**src/rtl/core/assert_macros.svh**
```systemverilog
// Assertion macros for the RTL of the escape-time block.
`ifndef ASSERT_MACROS_SVH
`define ASSERT_MACROS_SVH

// Assert a property on a given clock, disabled while the active-low reset is asserted.
`define ASSERT_RST(name, clk, rstn, prop, msg) \
  name: assert property (@(posedge clk) disable iff (!rstn) prop) else $error(msg);

// Same check on the block's standard clock and reset.
`define ASSERT_STD(name, prop, msg) \
  `ASSERT_RST(name, clk_i, rst_ni, prop, msg)

`endif

```
**src/rtl/core/mep_pkg.sv**
```systemverilog
// Shared constants, codes and controller/datapath interface types of the escape-time block.
package mep_pkg;

  localparam int COUNT_WIDTH   = 16;
  localparam int FRACTION_BITS = 28;
  localparam int Z_INT_BITS    = 12;
  localparam int Z_BITS        = FRACTION_BITS + Z_INT_BITS;
  localparam int HALF_BITS     = (Z_BITS + 1) / 2;
  localparam int PROD_BITS     = 4 * HALF_BITS;
  localparam int C_BITS        = 32;
  localparam int C_FRAC        = 28;
  localparam int BOUND_BITS    = 32;
  localparam int BOUND_FRAC    = 27;
  localparam int ADDR_BITS     = 4;

  // Three products of four half-width partials each.
  localparam int MUL_STEPS     = 12;
  localparam int STEP_BITS     = 4;

  localparam logic [1:0] MODE_BW    = 2'd0;
  localparam logic [1:0] MODE_GREY  = 2'd1;
  localparam logic [1:0] MODE_COLOR = 2'd2;

  localparam logic [1:0] REG_MODE       = 2'd0;
  localparam logic [1:0] REG_BOUND      = 2'd1;
  localparam logic [1:0] REG_ITER_LIMIT = 2'd2;
  localparam logic [1:0] REG_COLOR_STEP = 2'd3;

  localparam logic [1:0]             MODE_RESET       = MODE_GREY;
  localparam logic [BOUND_BITS-1:0]  BOUND_RESET      = 32'd536870912;
  localparam logic [COUNT_WIDTH-1:0] ITER_LIMIT_RESET = COUNT_WIDTH'(255);
  localparam logic [7:0]             COLOR_STEP_RESET = 8'd1;

  typedef struct packed {
    logic                 load;
    logic                 issue;
    logic [STEP_BITS-1:0] step;
    logic                 check;
    logic                 update;
    logic                 emit;
    logic                 in_set;
  } cmd_t;

  typedef struct packed {
    logic count_zero;
    logic escape;
  } sts_t;

endpackage

```
**src/rtl/core/mep_ctrl.sv**
```systemverilog
// Sequencer of the escape-time iteration: issues multiply, check and update steps.
module mep_ctrl (
  input  logic          clk_i,
  input  logic          rst_ni,
  input  logic          in_valid_i,
  input  logic          out_free_i,
  input  mep_pkg::sts_t sts_i,
  output logic          in_ready_o,
  output mep_pkg::cmd_t cmd_o
);

  typedef enum logic [2:0] {
    ST_IDLE,
    ST_TEST,
    ST_MUL,
    ST_DRAIN,
    ST_CHECK,
    ST_UPDATE,
    ST_FINISH
  } state_e;

  state_e                        state_q;
  logic [mep_pkg::STEP_BITS-1:0] step_q;
  logic                          in_set_q;

  always_ff @(posedge clk_i or negedge rst_ni) begin
    if (!rst_ni) begin
      state_q  <= ST_IDLE;
      step_q   <= '0;
      in_set_q <= 1'b0;
    end else begin
      case (state_q)
        ST_IDLE: begin
          if (in_valid_i) begin
            state_q <= ST_TEST;
          end
        end
        ST_TEST: begin
          if (sts_i.count_zero) begin
            in_set_q <= 1'b1;
            state_q  <= ST_FINISH;
          end else begin
            step_q  <= '0;
            state_q <= ST_MUL;
          end
        end
        ST_MUL: begin
          if (step_q == mep_pkg::STEP_BITS'(mep_pkg::MUL_STEPS - 1)) begin
            step_q  <= '0;
            state_q <= ST_DRAIN;
          end else begin
            step_q <= step_q + 1'b1;
          end
        end
        ST_DRAIN: begin
          state_q <= ST_CHECK;
        end
        ST_CHECK: begin
          if (sts_i.escape) begin
            in_set_q <= 1'b0;
            state_q  <= ST_FINISH;
          end else begin
            state_q <= ST_UPDATE;
          end
        end
        ST_UPDATE: begin
          state_q <= ST_TEST;
        end
        ST_FINISH: begin
          if (out_free_i) begin
            state_q <= ST_IDLE;
          end
        end
        default: begin
          state_q <= ST_IDLE;
        end
      endcase
    end
  end

  assign in_ready_o = (state_q == ST_IDLE);

  always_comb begin
    cmd_o        = '0;
    cmd_o.load   = (state_q == ST_IDLE) && in_valid_i;
    cmd_o.issue  = (state_q == ST_MUL);
    cmd_o.step   = step_q;
    cmd_o.check  = (state_q == ST_CHECK);
    cmd_o.update = (state_q == ST_UPDATE);
    cmd_o.emit   = (state_q == ST_FINISH) && out_free_i;
    cmd_o.in_set = in_set_q;
  end

endmodule

```
**src/rtl/core/mep_datapath.sv**
```systemverilog
// Fixed-point datapath: shared half-width multiplier, accumulator, escape test and z update.
module mep_datapath (
  input  logic                                clk_i,
  input  logic                                rst_ni,
  input  mep_pkg::cmd_t                       cmd_i,
  input  logic [mep_pkg::COUNT_WIDTH-1:0]     iter_limit_i,
  input  logic [mep_pkg::BOUND_BITS-1:0]      bound_i,
  input  logic signed [mep_pkg::C_BITS-1:0]   c_real_i,
  input  logic signed [mep_pkg::C_BITS-1:0]   c_imag_i,
  output mep_pkg::sts_t                       sts_o,
  output logic [mep_pkg::COUNT_WIDTH-1:0]     count_o
);

  localparam int ZB     = mep_pkg::Z_BITS;
  localparam int HB     = mep_pkg::HALF_BITS;
  localparam int PB     = mep_pkg::PROD_BITS;
  localparam int RW     = PB + 1;
  localparam int EXTW   = (RW > 64) ? RW : 64;
  localparam int CEW    = mep_pkg::C_BITS + mep_pkg::FRACTION_BITS;
  localparam int MSHIFT = 2 * mep_pkg::FRACTION_BITS - mep_pkg::BOUND_FRAC;

  // Clamp a wide signed value to the z range.
  function automatic logic [ZB-1:0] sat_z(input logic [RW-1:0] v);
    logic hi_any;
    logic hi_all;
    hi_any = |v[RW-2:ZB-1];
    hi_all = &v[RW-2:ZB-1];
    if (!v[RW-1] && hi_any) begin
      sat_z = {1'b0, {(ZB-1){1'b1}}};
    end else if (v[RW-1] && !hi_all) begin
      sat_z = {1'b1, {(ZB-1){1'b0}}};
    end else begin
      sat_z = v[ZB-1:0];
    end
  endfunction

  logic [ZB-1:0]                   cr_q, ci_q, zr_q, zi_q, re_q, im_q;
  logic [mep_pkg::COUNT_WIDTH-1:0] count_q;
  logic [PB-1:0]                   acc_q, sq_r_q, sq_i_q, xp_q;
  logic [2*HB-1:0]                 prod_q;
  logic [mep_pkg::STEP_BITS-1:0]   ptag_q;
  logic                            pv_q;

  // Convert c to z format, flooring when the z fraction is narrower.
  logic signed [CEW-1:0] crw, ciw, crs, cis;
  always_comb begin
    crw = CEW'(c_real_i) <<< mep_pkg::FRACTION_BITS;
    ciw = CEW'(c_imag_i) <<< mep_pkg::FRACTION_BITS;
    crs = crw >>> mep_pkg::C_FRAC;
    cis = ciw >>> mep_pkg::C_FRAC;
  end

  // Operand magnitudes, padded to two halves.
  logic [2*HB-1:0] mag_r, mag_i, op_a, op_b;
  logic [HB-1:0]   half_a, half_b;
  logic [1:0]      sel, part;
  assign mag_r = (2*HB)'(zr_q[ZB-1] ? (~zr_q + 1'b1) : zr_q);
  assign mag_i = (2*HB)'(zi_q[ZB-1] ? (~zi_q + 1'b1) : zi_q);
  assign sel    = cmd_i.step[3:2];
  assign part   = cmd_i.step[1:0];
  assign op_a   = (sel == 2'd1) ? mag_i : mag_r;
  assign op_b   = (sel == 2'd0) ? mag_r : mag_i;
  assign half_a = part[1] ? op_a[2*HB-1:HB] : op_a[HB-1:0];
  assign half_b = part[0] ? op_b[2*HB-1:HB] : op_b[HB-1:0];

  // Align the registered partial product.
  logic [PB-1:0] term, acc_sum;
  always_comb begin
    case (ptag_q[1:0])
      2'd0:    term = PB'(prod_q);
      2'd3:    term = PB'(prod_q) << (2*HB);
      default: term = PB'(prod_q) << HB;
    endcase
  end
  assign acc_sum = acc_q + term;

  // Escape test and next z terms.
  logic [RW-1:0]   msum, diff, xs, re_sh, im_sh, zr_sum, zi_sum;
  logic [EXTW-1:0] m_ext;
  logic            xneg;
  assign msum  = {1'b0, sq_r_q} + {1'b0, sq_i_q};
  assign m_ext = EXTW'(msum) >> MSHIFT;
  assign diff  = {1'b0, sq_r_q} - {1'b0, sq_i_q};
  assign xneg  = zr_q[ZB-1] ^ zi_q[ZB-1];
  assign xs    = xneg ? (~{1'b0, xp_q} + 1'b1) : {1'b0, xp_q};
  assign re_sh = RW'($signed(diff) >>> mep_pkg::FRACTION_BITS);
  assign im_sh = RW'($signed(xs) >>> (mep_pkg::FRACTION_BITS - 1));
  assign zr_sum = RW'($signed(re_q)) + RW'($signed(cr_q));
  assign zi_sum = RW'($signed(im_q)) + RW'($signed(ci_q));

  always_ff @(posedge clk_i or negedge rst_ni) begin
    if (!rst_ni) begin
      pv_q <= 1'b0;
    end else begin
      pv_q <= cmd_i.issue;
    end
  end

  always_ff @(posedge clk_i) begin
    if (cmd_i.load) begin
      cr_q    <= ZB'(crs);
      ci_q    <= ZB'(cis);
      zr_q    <= '0;
      zi_q    <= '0;
      count_q <= iter_limit_i;
      acc_q   <= '0;
    end
    if (cmd_i.issue) begin
      prod_q <= half_a * half_b;
      ptag_q <= cmd_i.step;
    end
    if (pv_q) begin
      if (ptag_q[1:0] == 2'd3) begin
        acc_q <= '0;
        case (ptag_q[3:2])
          2'd0:    sq_r_q <= acc_sum;
          2'd1:    sq_i_q <= acc_sum;
          default: xp_q   <= acc_sum;
        endcase
      end else begin
        acc_q <= acc_sum;
      end
    end
    if (cmd_i.check) begin
      re_q <= sat_z(re_sh);
      im_q <= sat_z(im_sh);
    end
    if (cmd_i.update) begin
      zr_q    <= sat_z(zr_sum);
      zi_q    <= sat_z(zi_sum);
      count_q <= count_q - 1'b1;
    end
  end

  assign sts_o.count_zero = (count_q == '0);
  assign sts_o.escape     = (m_ext[63:0] >= 64'(bound_i));
  assign count_o          = count_q;

endmodule

```
**src/rtl/core/mandelbrot_escape_pixel.sv**
```systemverilog
// Top level of the escape-time pixel evaluator: register port, sequencer, datapath, output stage.
//
// Usage:
//   Input channel: present c_real_i / c_imag_i (signed Q4.28) with in_valid_i; a transfer
//   happens on a clock edge with in_valid_i high and in_stall_o low. One point is worked
//   on at a time; in_stall_o stays high from the transfer until the result is loaded.
//   Output channel: out_valid_o with escape_count_o, in_set_o and the pixel bytes
//   grey_o / red_o / green_o / blue_o; a transfer happens when out_stall_i is low.
//   Each test of |z|^2 runs through the single shared half-width multiplier, which forms
//   the three products as twelve partial products in sequence; drain, check and update
//   states follow before the next test. A point that escapes finishes at its check; a
//   point in the set finishes at the test that finds its iteration limit used up.
//   A finished result sits in the output register, so the next point is taken while it
//   waits; the sequencer holds in its finish state only if the previous result is still
//   stalled when the new one is ready.
//   Reset clears the handshake state and loads the register defaults: greyscale mode,
//   bound 4.0, iteration limit 255, color step 1. Write registers only while idle.
`include "assert_macros.svh"

module mandelbrot_escape_pixel (
  input  logic                             clk_i,
  input  logic                             rst_ni,
  // point input
  input  logic                             in_valid_i,
  output logic                             in_stall_o,
  input  logic signed [mep_pkg::C_BITS-1:0] c_real_i,
  input  logic signed [mep_pkg::C_BITS-1:0] c_imag_i,
  // result output
  output logic                             out_valid_o,
  input  logic                             out_stall_i,
  output logic [15:0]                      escape_count_o,
  output logic                             in_set_o,
  output logic [7:0]                       grey_o,
  output logic [7:0]                       red_o,
  output logic [7:0]                       green_o,
  output logic [7:0]                       blue_o,
  // register port
  input  logic                             psel,
  input  logic                             penable,
  input  logic                             pwrite,
  input  logic [mep_pkg::ADDR_BITS-1:0]    paddr,
  input  logic [31:0]                      pwdata,
  output logic [31:0]                      prdata,
  output logic                             pready
);

  // Configuration registers.
  logic [1:0]                      mode_q;
  logic [mep_pkg::BOUND_BITS-1:0]  bound_q;
  logic [mep_pkg::COUNT_WIDTH-1:0] iter_limit_q;
  logic [7:0]                      color_step_q;
  logic                            cfg_wr;
  logic [1:0]                      reg_idx;

  assign pready  = 1'b1;
  assign reg_idx = paddr[3:2];
  assign cfg_wr  = psel && penable && pwrite;

  always_ff @(posedge clk_i or negedge rst_ni) begin
    if (!rst_ni) begin
      mode_q       <= mep_pkg::MODE_RESET;
      bound_q      <= mep_pkg::BOUND_RESET;
      iter_limit_q <= mep_pkg::ITER_LIMIT_RESET;
      color_step_q <= mep_pkg::COLOR_STEP_RESET;
    end else if (cfg_wr) begin
      case (reg_idx)
        mep_pkg::REG_MODE:       mode_q       <= pwdata[1:0];
        mep_pkg::REG_BOUND:      bound_q      <= pwdata;
        mep_pkg::REG_ITER_LIMIT: iter_limit_q <= pwdata[mep_pkg::COUNT_WIDTH-1:0];
        mep_pkg::REG_COLOR_STEP: color_step_q <= pwdata[7:0];
        default: ;
      endcase
    end
  end

  always_comb begin
    case (reg_idx)
      mep_pkg::REG_MODE:       prdata = {30'b0, mode_q};
      mep_pkg::REG_BOUND:      prdata = bound_q;
      mep_pkg::REG_ITER_LIMIT: prdata = 32'(iter_limit_q);
      mep_pkg::REG_COLOR_STEP: prdata = {24'b0, color_step_q};
      default:                 prdata = '0;
    endcase
  end

  // Sequencer and datapath.
  mep_pkg::cmd_t                   ctrl_cmd;
  mep_pkg::sts_t                   dp_sts;
  logic                            in_ready;
  logic                            out_free;
  logic [mep_pkg::COUNT_WIDTH-1:0] count;

  logic out_valid_q;

  // The output register is free when empty or being drained this cycle.
  assign out_free   = !out_valid_q || !out_stall_i;
  assign in_stall_o = !in_ready;

  mep_ctrl u_ctrl (
    .clk_i      (clk_i),
    .rst_ni     (rst_ni),
    .in_valid_i (in_valid_i),
    .out_free_i (out_free),
    .sts_i      (dp_sts),
    .in_ready_o (in_ready),
    .cmd_o      (ctrl_cmd)
  );

  mep_datapath u_datapath (
    .clk_i        (clk_i),
    .rst_ni       (rst_ni),
    .cmd_i        (ctrl_cmd),
    .iter_limit_i (iter_limit_q),
    .bound_i      (bound_q),
    .c_real_i     (c_real_i),
    .c_imag_i     (c_imag_i),
    .sts_o        (dp_sts),
    .count_o      (count)
  );

  // Pixel formatting from the remaining count; in-set points carry count zero.
  logic [15:0] cnt16;
  logic [15:0] cprod;
  logic [7:0]  v;
  logic [7:0]  grey_d, red_d, green_d, blue_d;

  assign cnt16 = 16'(count);
  assign cprod = cnt16[7:0] * color_step_q;
  assign v     = cprod[7:0];

  always_comb begin
    grey_d  = '0;
    red_d   = '0;
    green_d = '0;
    blue_d  = '0;
    case (mode_q)
      mep_pkg::MODE_BW: begin
        grey_d = {7'b0, ctrl_cmd.in_set};
      end
      mep_pkg::MODE_GREY: begin
        grey_d = cnt16[7:0];
      end
      mep_pkg::MODE_COLOR: begin
        if (!ctrl_cmd.in_set) begin
          red_d   = {v[6:0], 1'b0};
          green_d = v;
          blue_d  = v;
        end
      end
      default: ;
    endcase
  end

  // Output register: load on emit, drop valid once the transfer completes.
  logic [15:0] escape_count_q;
  logic        in_set_q;
  logic [7:0]  grey_q, red_q, green_q, blue_q;

  always_ff @(posedge clk_i or negedge rst_ni) begin
    if (!rst_ni) begin
      out_valid_q <= 1'b0;
    end else if (ctrl_cmd.emit) begin
      out_valid_q <= 1'b1;
    end else if (!out_stall_i) begin
      out_valid_q <= 1'b0;
    end
  end

  always_ff @(posedge clk_i) begin
    if (ctrl_cmd.emit) begin
      escape_count_q <= cnt16;
      in_set_q       <= ctrl_cmd.in_set;
      grey_q         <= grey_d;
      red_q          <= red_d;
      green_q        <= green_d;
      blue_q         <= blue_d;
    end
  end

  assign out_valid_o    = out_valid_q;
  assign escape_count_o = escape_count_q;
  assign in_set_o       = in_set_q;
  assign grey_o         = grey_q;
  assign red_o          = red_q;
  assign green_o        = green_q;
  assign blue_o         = blue_q;

  // A transfer in must leave the block busy on the next cycle.
  `ASSERT_STD(a_busy_after_accept, in_valid_i && !in_stall_o |=> in_stall_o, "missed stall")
  // An emitted result must show up as valid on the next cycle.
  `ASSERT_STD(a_emit_shows_valid, ctrl_cmd.emit |=> out_valid_o, "emitted result not valid")
  // A point in the set always reports a zero count.
  `ASSERT_STD(a_in_set_count_zero, out_valid_o && in_set_o |-> escape_count_o == '0, "set count")

endmodule

```
**config.mk**
```make
export PLATFORM = sky130hd
export DESIGN_NAME = mandelbrot_escape_pixel
export DESIGN_NICKNAME = d
export VERILOG_FILES = /design/src/rtl/core/mep_pkg.sv /design/src/rtl/core/mep_ctrl.sv /design/src/rtl/core/mep_datapath.sv /design/src/rtl/core/mandelbrot_escape_pixel.sv
export VERILOG_INCLUDE_DIRS = /design/src /design/src/rtl/core
export SDC_FILE = /design/constraint.sdc
export NUM_CORES = 2
export LEC_CHECK = 0
export BUFFER_PORTS_ARGS = -buffer_cell sky130_fd_sc_hd__buf_2
export CORE_AREA = 5 5 334 336
export CTS_BUF_LIST = sky130_fd_sc_hd__clkbuf_8
export CTS_CLUSTER_DIAMETER = 60
export DETAILED_ROUTE_END_ITERATION = 16
export DIE_AREA = 0 0 339 341
export GPL_ROUTABILITY_DRIVEN = 0
export PLACE_DENSITY = 0.78
export SLEW_MARGIN = 20
export SYNTH_ARGS = -nofsm -noshare
export SYNTH_HDL_FRONTEND = slang
export SYNTH_SLANG_ARGS = --single-unit
```
**constraint.sdc**
```tcl
create_clock -name clk_i -period 21.3 [get_ports clk_i]
set_input_delay 1.065 -clock clk_i [delete_from_list [all_inputs] [get_ports clk_i]]
set_output_delay 1.065 -clock clk_i [all_outputs]
set_load 0.03 [all_outputs]
```
After elaboration in Yosys (flattened, before gate mapping)
Cells that the tools add are included.
{"block": "op_classes", "add_sub_neg": 10, "mul": 2, "n_lt_le_gt_ge": 1, "eq_ne": 22, "n_mux": 38, "bitwise": 6, "n_reduce_logical": 55}
{"cell": "$mux W40", "n": 13}
{"cell": "$mux W80", "n": 3}
{"cell": "$pmux W80 S2", "n": 1}
{"cell": "$pmux W32 S4", "n": 1}
{"cell": "$add A40 B32 Y41", "n": 2}
{"cell": "$reduce_and A41 Y1", "n": 2}
{"cell": "$reduce_or A41 Y1", "n": 2}
{"cell": "$add A80 B80 Y81", "n": 1}
{"cell": "$add A81 B1 Y81 const B", "n": 1}
{"cell": "$mux W81", "n": 1}
{"cell": "$not A80 Y81", "n": 1}
{"cell": "$sub A80 B80 Y81", "n": 1}
{"cell": "$add A40 B1 Y40 const B", "n": 2}
{"cell": "$add A80 B80 Y80", "n": 1}
{"cell": "$not A40 Y40", "n": 2}
{"cell": "$ge A52 B32 Y1", "n": 1}
{"cell": "$mul A20 B20 Y40", "n": 1}
{"cell": "$mux W20", "n": 2}
{"cell": "$mux W16", "n": 2}
{"cell": "$pmux W3 S7", "n": 1}
{"cell": "$logic_not A16 Y1", "n": 1}
{"cell": "$pmux W8 S2", "n": 1}
{"cell": "$sub A16 B1 Y16 const B", "n": 1}
{"cell": "$reduce_and A15 Y1", "n": 1}
{"cell": "30 further kinds", "n": 89}
{"block": "totals", "register_bits": 713, "wordCells": 162}

Longest topological paths before layout
{"block": "logic_depth", "ltp_word": 7, "ltp_mapped": 43, "ltp_nobuf": 42}

Hierarchy
Synthesis repeated with hierarchy kept, for this count alone.
{"block": "unflattened", "cells_unflattened": 6320, "area_unflattened_um2": 61856.8}
{"mod": "mep_datapath", "instances": 1, "cells_each": 5914, "area_each_um2": 56633.1}
{"mod": "mandelbrot_escape_pixel", "instances": 1, "cells_each": 350, "area_each_um2": 4724.5}
{"mod": "mep_ctrl", "instances": 1, "cells_each": 56, "area_each_um2": 499.2}

Worst setup path before layout
Ideal clock, no wire load.
{"block": "synth_timing", "path_type": "flip-flop to flip-flop", "startpoint": "reg u_datapath.zr_q[5]", "endpoint": "reg u_datapath.prod_q[37], data pin", "setup_time_ns": 0.258, "arrival_time_ns": 10.848, "required_time_ns": 21.042, "path_slack_ns": 10.194, "path_stages_with_launch": 37, "synth_period_minus_slack_ns": 11.106, "cell_sequence": "edfxtp_1 or4_4 or4_1 or3_1 or4_1 or4_1 or4_4 or4_4 o31ai_4 xor2_1 mux4_2 nor2_1 fa_1 fa_1 inv_1 fa_1 inv_1 fa_1 fa_1 fa_1 inv_1 fa_1 inv_1 ha_1 nand2_1 nand2b_1 a21o_1 a21oi_1 o21ai_0 o2111ai_1 nand3_1 a211oi_1 o221ai_1 o22a_1 a21o_1 a21oi_1 xnor2_1"}
{"block": "synth_between", "elab_chain_cells": 6, "elab_cells_between_ends": 8, "cone_classes": "add/sub: 1; mul: 1; mux: 5; bitwise: 1"}
{"item": "start: declaration", "line": "mep_datapath.sv:37", "source": "logic [ZB-1:0] cr_q, ci_q, zr_q, zi_q, re_q, im_q;"}
{"item": "start signal: assignment", "line": "mep_datapath.sv:129", "source": "zr_q <= sat_z(zr_sum);"}
{"item": "$not A40 Y40", "line": "mep_datapath.sv:57", "source": "assign mag_r = (2*HB)'(zr_q[ZB-1] ? (~zr_q + 1'b1) : zr_q);"}
{"item": "$add A40 B1 Y40", "line": "mep_datapath.sv:57"}
{"item": "$mux W40 (*)", "line": "mep_datapath.sv:57"}
{"item": "$mux W40 (on tied branches)", "line": "mep_datapath.sv:61, mep_datapath.sv:62"}
{"item": "$mux W20 (on tied branches)", "line": "mep_datapath.sv:63, mep_datapath.sv:64"}
{"item": "$mul A20 B20 Y40 (*)", "line": "mep_datapath.sv:109", "source": "prod_q <= half_a * half_b;"}
{"item": "end signal: assignment", "line": "mep_datapath.sv:109"}
{"item": "end: declaration", "line": "mep_datapath.sv:40", "source": "logic [2*HB-1:0] prod_q;"}
Mark *: on every way between the ends. The rest lies on a longest branch, timed or not.
A chain may end at the register's enable or synchronous reset.

Worst setup path in the final report
Ends and elaborated chain as after synthesis.

==> flow_summary.yaml <==
grt:
  grt_pass1_vias: 48418
  grt_busiest_layer: "met2"
  antenna_found_initial: 19
  grt_max_degree: 79
  overflow: 0
  globalRouteMet3Util_pct: 8.86
  grt_use_met2_pct: 46.2
  grtUsageMet1_pct: 40.5
  grt_usage_pct: 30.6
  grt_pass1_wl_mm: 276
critical_path:
  startpoint_type: "flop"
  worst_ep_required_time_ps: 21840
  critPathMaxFanout: 13
  slowest_stage: "mux4_2"
  worst_ep_arrival_time_ps: 13040
  crit_top_cell: "fa_1"
  cpPeakStageDelay_ps: 720
  critPathKind: "flop to flop"
  critPathCaptureType: "flop"
yosys:
  yosysUniqueCellTypes: 90
  synth_area_sq_um: 61200
  syn_nets: 7268
  synth-edff-count: 637
  ys_ff_latch: 705
  yosysWarningCount: 0
  ys.flop_type: "edfxtp_1"
  synth_cells: 6305
  syn_avg_cell_area_sq_um: 9.70
  synthArstFlopShare_pct: 9.65
  synth_seq_area_share_pct: 34.1
clock_network:
  clk_pin_slew_ps: 70
  cts-root-buf: "clkbuf_8"
  insertion_delay_ps: 830
  cts_sinks: 705
  post-cts-setup-buffers: 0
  cts_resized: 0
  ctsHtreeMaxLevel: 3
  clock_path_buffers: 3
  cts_inserted_buffers: 120
  ctsHoldBuffers: 0
  cts_tree: "done"
sta:
  slew_headroom_pct: 24.5
  setup_viol: 0
  max_freq_mhz: 80.0
  slew_violations: 0
  period_needed_ps: 12500
  period_share_pct: 58.7
  finalSetupTns_ps: 0
  tightest_slew_ps: 1120
  finClkSkew_ps: 81.0
  rsz0062_at_grt: "no"
  hold_viol_final: 0
floorplanning:
  dieArea_sq_um: 116000
  core_area_sq_um: 108000
  die_h_um: 341
  die_x_um: 339
  pin_count: 191
  initial_utilization_pct: 56.5
  core.rowCount: 121
drt:
  routedWlPerCell_um: 22.9
  detail_route.first_pass.iterations: 10
  drcViolationCount: 0
  drt_iter0_drc: 5932
  drt-total-wl_mm: 181
  via_count: 49954
  ant_nets: 0
  vias_per_cell: 6.32
final_layout:
  nets: 7340
  final_cell_area_sq_um: 65700
  fillers: 8813
  seqCellArea_sq_um: 20800
  multi_input_area_sq_um: 36800
  final_core_util_pct: 60.7
  syn_to_final_growth_pct: 7.40
  drive_gt1_share_pct: 8.90
place:
  port_buffers: 186
  dp_hpwl_mm: 140
  postPlaceCellArea_sq_um: 63200
status:
  status: "completed"
job:
  drv_cap: 0
worst_hold_path:
  hp-class: "primary input to flop"
synthesized netlist by cell type, types with 39 or more instances:
cell type | number | area [sq um]
and2_1 | 183 | 1140
nand2_1 | 474 | 1780
dfrtp_1 | 57 | 1430
inv_1 | 672 | 2520
edfxtp_1 | 637 | 19100
fa_1 | 335 | 6710
o31ai_1 | 72 | 541
nand4_1 | 71 | 444
nor2_1 | 468 | 1760
a31oi_1 | 44 | 275
a21o_1 | 173 | 1300
o21bai_1 | 72 | 541
nor2b_1 | 63 | 394
ha_1 | 521 | 6520
o21a_1 | 75 | 563
clkbuf_1 | 232 | 871
xor2_1 | 165 | 1450
a21oi_1 | 390 | 1950
mux2_2 | 39 | 439
o21ai_0 | 422 | 2110
nor4_1 | 71 | 444
nand3_1 | 91 | 455
xnor2_1 | 252 | 2210
mux4_2 | 43 | 968
nor3_1 | 75 | 375
nand2b_1 | 73 | 457
layout make-up:
| class | count | area share, % |
|---|---|---|
| multi-input combinational | 4647 | 56.0 |
| sequential | 705 | 31.7 |
| inverter | 673 | 3.85 |
| tap | 1414 | 2.69 |
| clock buffer | 124 | 2.60 |
| timing repair buffer | 230 | 1.95 |
| clock inverter | 101 | 1.15 |
| antenna | 16 | 0.0609 |
state kept, by name, indices dropped and copies added (netlist names), 32 cells and up:
register and cells:
u_datapath.zr_q 40, u_datapath.sq_r_q 80, u_datapath.ci_q 32, u_datapath.zi_q 40, u_datapath.acc_q 80, u_datapath.sq_i_q 80, u_datapath.xp_q 80, bound_q 32
u_datapath.im_q 40, u_datapath.re_q 40, u_datapath.prod_q 40, u_datapath.cr_q 32
worst max-delay path, delay by kind of cell, from the launching register on:
family | cells | cell delay [ps]
AND/OR/NAND/NOR | 11 | 3920
AO/OA/AOI/OAI | 10 | 2370
adder cells (fa/ha/maj) | 8 | 3940
flip-flops | 1 | 440
multiplexers | 1 | 720
buffers and inverters | 5 | 620
XOR/XNOR | 2 | 210
through the flow:
step                setup slack, ps  hold slack (ps)  cells
floorplan                     10190              424   6305
global placement               8970              484   7668
detailed placement             8920              497   7668
CTS                            8850              360   7893
global route                   8310              380   7903
finish                         8800              410   7910
worst paths after layout:
path	startpoint	endpoint	slack (ps)	depth (start not counted)
hold / removal	c_imag_i[25]	u_datapath.ci_q[25]$_DFFE_PP_	410	1
setup reg to reg	u_datapath.zr_q[5]$_SDFFCE_PN0P_	u_datapath.prod_q[37]$_DFFE_PP_	8800	37
setup / recovery	u_datapath.zr_q[5]$_SDFFCE_PN0P_	u_datapath.prod_q[37]$_DFFE_PP_	8800	37
hold reg to reg	u_datapath.count_o[15]$_DFFE_PP_	escape_count_o[15]$_DFFE_PP_	520	0
min in group asynchronous	rst_ni	color_step_q[7]$_DFFE_PN0P_	470	2
max in group asynchronous	rst_ni	u_ctrl.step_q[0]$_DFFE_PN0P_	20200	2
kinds of logic (layout without fill, tap and decap cells):
| kind of cell | after synthesis | in the layout | share of synthesized area [%] |
|---|---|---|---|
| compound gates | 1508 | 1508 | 15.6 |
| xor+xnor | 417 | 417 | 5.97 |
| fa+ha+maj | 856 | 856 | 21.6 |
| buf+inv | 953 | 1128 | 6.00 |
| flops | 705 | 705 | 34.1 |
| mux | 104 | 104 | 2.68 |
| other cells | 2 | 18 | 0.0123 |
| simple gates | 1760 | 1760 | 14.1 |
layer usage:
layer  vias to the layer above  part of all wire, %
met1                     24032                   38
li1                      22324                    -
met4                         4                  5.8
met5                         -                0.013
met2                      2992                   43
met3                       602                   13
placed cells by master, fill, tap and decap left out, types with 31 or more instances in the layout:
cell | netlist | routed
o21a_1 | 75 | 75
inv_1 | 672 | 700
xor2_1 | 165 | 164
buf_4 | 18 | 43
mux2_2 | 39 | 39
nor3_1 | 75 | 72
or2_2 | 31 | 31
or3_1 | 35 | 35
nand4_1 | 71 | 71
fa_1 | 335 | 335
nor2b_1 | 63 | 61
nand2_1 | 474 | 472
nor4_1 | 71 | 70
a31oi_1 | 44 | 44
and3_1 | 38 | 37
mux4_2 | 43 | 43
nor2_1 | 468 | 466
edfxtp_1 | 637 | 637
dfrtp_1 | 57 | 57
and2_1 | 183 | 183
buf_2 | 7 | 186
or4_1 | 33 | 33
nand2b_1 | 73 | 72
a21oi_1 | 390 | 389
ha_1 | 521 | 521
xnor2_1 | 252 | 251
o21ai_0 | 422 | 419
o31ai_1 | 72 | 72
o21bai_1 | 72 | 72
a21o_1 | 173 | 173
clkbuf_8 | 0 | 124
a22o_1 | 36 | 36
nand3_1 | 91 | 91
Power is left out: the tool's default activity adds up to more than one toggle a clock period on the data nets, which glitch-free logic cannot reach.
